File: src/rtl/bounded_undo_redo_history_defines.svh
// Assertion macros for the undo/redo history block.
`ifndef BOUNDED_UNDO_REDO_HISTORY_DEFINES_SVH
`define BOUNDED_UNDO_REDO_HISTORY_DEFINES_SVH

`ifndef SYNTHESIS

`define BURH_ASSERT_ALWAYS(label, cond, msg) \
    label: assert property (@(posedge i_clk) disable iff (!i_rst_n) (cond)) else $error(msg);

`define BURH_ASSERT_IMP(label, ante, cons, msg) \
    label: assert property (@(posedge i_clk) disable iff (!i_rst_n) (ante) |-> (cons)) \
        else $error(msg);

`define BURH_ASSERT_NEXT(label, ante, cons, msg) \
    label: assert property (@(posedge i_clk) disable iff (!i_rst_n) (ante) |=> (cons)) \
        else $error(msg);

`else

`define BURH_ASSERT_ALWAYS(label, cond, msg)

`define BURH_ASSERT_IMP(label, ante, cons, msg)

`define BURH_ASSERT_NEXT(label, ante, cons, msg)

`endif

`endif

File: src/rtl/burh_pkg.sv
// Shared constants, types and helpers of the undo/redo history block.
package burh_pkg;

    localparam int HISTORY_DEPTH = 32;
    localparam int STATE_BITS    = 64;

    localparam int REQ_W   = 2;
    localparam int WORD_W  = 64;
    localparam int DEPTH_W = 6;
    localparam int CNT_W   = $clog2(HISTORY_DEPTH + 1);

    typedef logic [STATE_BITS-1:0] t_word;
    typedef logic [CNT_W-1:0]      t_cnt;

    typedef enum logic [REQ_W-1:0] {
        REQ_PUSH = REQ_W'(0),
        REQ_UNDO = REQ_W'(1),
        REQ_REDO = REQ_W'(2)
    } t_req;

    typedef enum logic [1:0] {
        SH_HOLD,
        SH_IN,
        SH_OUT
    } t_shift;

    function automatic logic [DEPTH_W-1:0] to_depth(input t_cnt c);
        logic [CNT_W+DEPTH_W-1:0] wide;
        wide = {{DEPTH_W{1'b0}}, c};
        return wide[DEPTH_W-1:0];
    endfunction

    function automatic logic [WORD_W-1:0] to_field(input t_word w);
        logic [STATE_BITS+WORD_W-1:0] wide;
        wide = {{WORD_W{1'b0}}, w};
        return wide[WORD_W-1:0];
    endfunction

    function automatic t_word from_field(input logic [WORD_W-1:0] f);
        logic [STATE_BITS+WORD_W-1:0] wide;
        wide = {{STATE_BITS{1'b0}}, f};
        return wide[STATE_BITS-1:0];
    endfunction

endpackage

File: src/rtl/burh_cell.sv
// One stack cell: holds a word, loads from either neighbor.
module burh_cell import burh_pkg::*; (
    input  logic   i_clk,
    input  t_shift i_op,
    input  t_word  i_prev,
    input  t_word  i_next,
    output t_word  o_word
);

    t_word r_word;

    always_ff @(posedge i_clk) begin
        unique case (i_op)
            SH_IN:   r_word <= i_prev;
            SH_OUT:  r_word <= i_next;
            default: r_word <= r_word;
        endcase
    end

    assign o_word = r_word;

endmodule

File: src/rtl/burh_stack.sv
// Row of cells forming a shift stack, newest word in cell zero.
module burh_stack import burh_pkg::*; (
    input  logic   i_clk,
    input  t_shift i_op,
    input  t_word  i_word,
    output t_word  o_top
);

    t_word w_cell [HISTORY_DEPTH];

    for (genvar k = 0; k < HISTORY_DEPTH; k++) begin : g_cell
        t_word w_prev;
        t_word w_next;

        if (k == 0) begin : g_first
            assign w_prev = i_word;
        end else begin : g_mid
            assign w_prev = w_cell[k-1];
        end

        if (k == HISTORY_DEPTH - 1) begin : g_last
            assign w_next = w_cell[k];
        end else begin : g_body
            assign w_next = w_cell[k+1];
        end

        burh_cell u_cell (
            .i_clk  (i_clk),
            .i_op   (i_op),
            .i_prev (w_prev),
            .i_next (w_next),
            .o_word (w_cell[k])
        );
    end

    assign o_top = w_cell[0];

endmodule

File: config.mk
export PLATFORM = sky130hd
export DESIGN_NAME = burh_stack
export DESIGN_NICKNAME = d
export VERILOG_FILES = /design/src/rtl/bounded_undo_redo_history_defines.svh /design/src/rtl/burh_pkg.sv /design/src/rtl/burh_cell.sv /design/src/rtl/burh_stack.sv
export SDC_FILE = /design/constraint.sdc
export NUM_CORES = 2
export LEC_CHECK = 0
export BUFFER_PORTS_ARGS = -buffer_cell sky130_fd_sc_hd__buf_2
export CORE_ASPECT_RATIO = 1.25
export CORE_MARGIN = 2
export CORE_UTILIZATION = 57
export CTS_CLUSTER_SIZE = 12
export DETAILED_ROUTE_END_ITERATION = 7
export PLACE_DENSITY_LB_ADDON = 0.1
export SYNTH_ARGS = -nofsm -noshare
export SYNTH_HDL_FRONTEND = slang
export SYNTH_HIERARCHICAL = 1
export SYNTH_SLANG_ARGS = --single-unit
File: constraint.sdc
create_clock -name i_clk -period 2.2 [get_ports i_clk]
set_input_delay 0.11 -clock i_clk [delete_from_list [all_inputs] [get_ports i_clk]]
set_output_delay 0.11 -clock i_clk [all_outputs]
set_load 0.01 [all_outputs]
==> flow_summary.ini <==
[outcome]
outcome = complete, no violations

[detailed_routing]
antenna_left = 0
drt_pass1_iterations = 6
wl_met1_um = 72250
postRouteWirelength_um = 143100
drt_drc_violations_left = 0
top_layer_used = met4
detail_route.vias_per_cell = 5.363
drt_first_iter_violations = 2484
wl_met3_um = 4681
dr_total_vias = 37583
met2WireLength_um = 63440
detail_route.wl_per_cell_um = 20.41

[placed_design]
io_buf_count = 130
dp_hpwl_um = 101700
preCtsSetupSlack_ns = 0.2961
gpl.final_weighted_congestion = 0.7294
place_area_mm2 = 0.09813

[pwr]
power.static_leakage_nw = 39.87
net-switching-power_w = 0.02110
seq_pwr_share_pct = 55.3
powerDensity_mw_per_mm2 = 931.4
report.power.total_w = 0.09732
power.combinational.fraction_pct = 12.9
cell_internal_pwr_w = 0.07622
netSwitchingFraction_pct = 21.68
power_frac_clock_pct = 31.9
worst_vdd_rail_ir_drop_v = 0.0008291

[critical_path]
path_cells = buf_2
max_stage_delay_ns = 0.45
regToRegSetupSlack_ns = 1.22
capture_instance_of_the_worst_register_to_register_path = g_cell[1].u_cell/o_word[37]
worstSetupPathType = reg2out
worst_ep_arrival_ns = 1.42
setup.worst_path.end_class = output pin
cp.depth = 1
worstPathRequired_ns = 2.09
cpLargestDelayFamily = flip-flops
buffers_and_inverters_on_the_worst_path = 1
reg2reg_from = g_cell[0].u_cell/o_word[37]
critical_path_peak_fanout = 2
start_kind = flop
crit_path_top_delay_cell = sky130_fd_sc_hd__edfxtp_1
worst_r2r_path_depth = 1

[cells_and_area]
regArea_mm2 = 0.06150
final_cell_mix = sky130_fd_sc_hd__edfxtp_1 (2048), sky130_fd_sc_hd__mux2_4 (1920), sky130_fd_sc_hd__clkbuf_16 (209)
share_of_post_route_cells_with_drive_strength_above_1_pct = 53.32
area_used_by_multi_input_combinational_logic_mm2 = 0.03107
fill_cells = 11426
largest_register_ff_count = 2048
final_nets = 4783
layout.cells.most_common = sky130_fd_sc_hd__edfxtp_1
finish.instance_area_mm2 = 0.1045
synthToLayoutAreaGrowth_pct = 8.155

[sta]
final_setup_violation_count = 0
maxSlewHeadroom_pct = 66.57
layout_skew_ns = 0.01221
final_period_minus_worst_setup_slack_ns = 1.534
final.setup.worst_slack_ns = 0.6656
unrepaired_setup_endpoints_after_global_routing = no
timing_worst_slew_pin_value_ns = 0.5015
layout_worst_path_cycle_share_pct = 69.75
hold_viol_final = 0
final_hold_slack_ns = 0.1225
finalSetupTns_ns = 0
final_max_slew_viol_count = 0
max_freq_mhz = 651.7

[yosys]
syn-cell-area_mm2 = 0.09661
ys.warnings.count = 6
synth_top_family_by_area = multiplexers
yosys_top_cell_by_area = sky130_fd_sc_hd__edfxtp_1
synth_top_cell_area_share_pct = 63.66
synth-xor-area-share_pct = 0
yosys.area_share.simple_pct = 0
yosys_register_bits = 2048
postSynthAreaPerCell_um2 = 21.88
yosys-mux-area-fraction_pct = 31.33
synth-compound-area-share_pct = 0
netlist_instances = 4416
synth_seq_area_share_pct = 63.66
synth_area_leaders = sky130_fd_sc_hd__edfxtp_1 (64%), sky130_fd_sc_hd__mux2_4 (30%), sky130_fd_sc_hd__buf_12 (4.0%)
yosys.area_share.adder_pct = 0.4144
synth_cell_types = 7
mappedNetlistNets = 4515

[grt]
grt_pass1_wl_um = 226900
via_count_of_the_first_global_routing_pass = 39069
grt_max_degree = 65
global_route.usage.total_pct = 16.55
grt_remaining_overflow = 0
number_of_antenna_violations_at_the_first_check_in_global_routing = 1

[worst_hold_path]
timing.hold.worst_endpoint = g_cell[29].u_cell/o_word[63]
hp-start = i_op[0]
hold_path_class = in2reg
min_delay_path_depth = 5

[floorplanning]
initial_core_utilization_pct = 57.52
number_of_core_rows = 168
io_pins = 131
dieHeight_um = 464.3
width_of_the_die_um = 372.2
floorplan.die_area_mm2 = 0.1728
design.core.area_mm2 = 0.1680

[cts]
cts.sinks = 2048
cts_tree = built
clock_slew_at_the_register_clock_pins_of_the_worst_setup_and_hold_paths_ns = 0.06
num_cts_buffers = 201
ctsLongestPathBuffers = 3
clock_tree.htree_level_count = 4
root_buffer = sky130_fd_sc_hd__clkbuf_16
insertion_delay_ns = 0.81
post_cts.resized_instances = 0
cts_setup_buffers = 0

[run]
drv_cap = 0
[routing by layer]
metal | up-vias | track usage (%)
met5 | - | 0
met1 | 18971 | 25.22
met2 | 573 | 24.72
met4 | 0 | 4.380
met3 | 190 | 2.680
li1 | 17849 | -
[through the flow]
step	util, %	cells
after floorplan	-	4416
after global placement	58.43	6627
after detailed placement	58.43	6627
after CTS	62.21	7007
after global routing	62.22	7008
final	62.22	7008
[how the worst max path moves through the flow]
stage                                            from                           end
after floorplan                               i_op[0]    g_cell[0].u_cell/o_word[0]
after global placement                        i_op[1]  g_cell[30].u_cell/o_word[33]
after detailed placement                      i_op[1]  g_cell[30].u_cell/o_word[41]
after CTS                 g_cell[0].u_cell/o_word[37]                     o_top[37]
after global routing      g_cell[0].u_cell/o_word[37]                     o_top[37]
final                     g_cell[0].u_cell/o_word[37]                     o_top[37]
[cell families after synthesis]
| kind of cell | count (synthesis) |
|---|---|
| fa+ha+maj | 32 |
| mux | 2048 |
| flops | 2048 |
| buf+inv | 288 |
[synthesized netlist by cell type]
cell type,count
sky130_fd_sc_hd__mux2_4,1920
sky130_fd_sc_hd__edfxtp_1,2048
sky130_fd_sc_hd__inv_1,64
sky130_fd_sc_hd__ha_1,32
sky130_fd_sc_hd__buf_12,192
sky130_fd_sc_hd__mux2_2,128
sky130_fd_sc_hd__buf_6,32
[layout make-up]
class	instances	share of cell area, %
sequential	2048	58.86
multi-input combinational	2080	29.73
clock buffer	278	5.253
timing repair buffer	289	3.056
tap	2210	2.646
inverter	64	0.2299
clock inverter	38	0.2227
antenna	1	0.002395
[power by group through the flow]
stage | sequential, W | combinational [W] | clock [W]
global placement | 0.0544 | 0.0120 | 0
CTS | 0.0539 | 0.0126 | 0.0321
finish | 0.0538 | 0.0125 | 0.0310
global route | 0.0545 | 0.0134 | 0.0335
detailed placement | 0.0546 | 0.0125 | 0
floorplan | 0.0529 | 0.0112 | 0
[what timing repair did]
item	CTS	global route
hold endpoints to repair	64	0
hold buffers	64	0
endpoints found under the setup margin	0	0
Note: power is estimated with default switching activity, not from simulation.
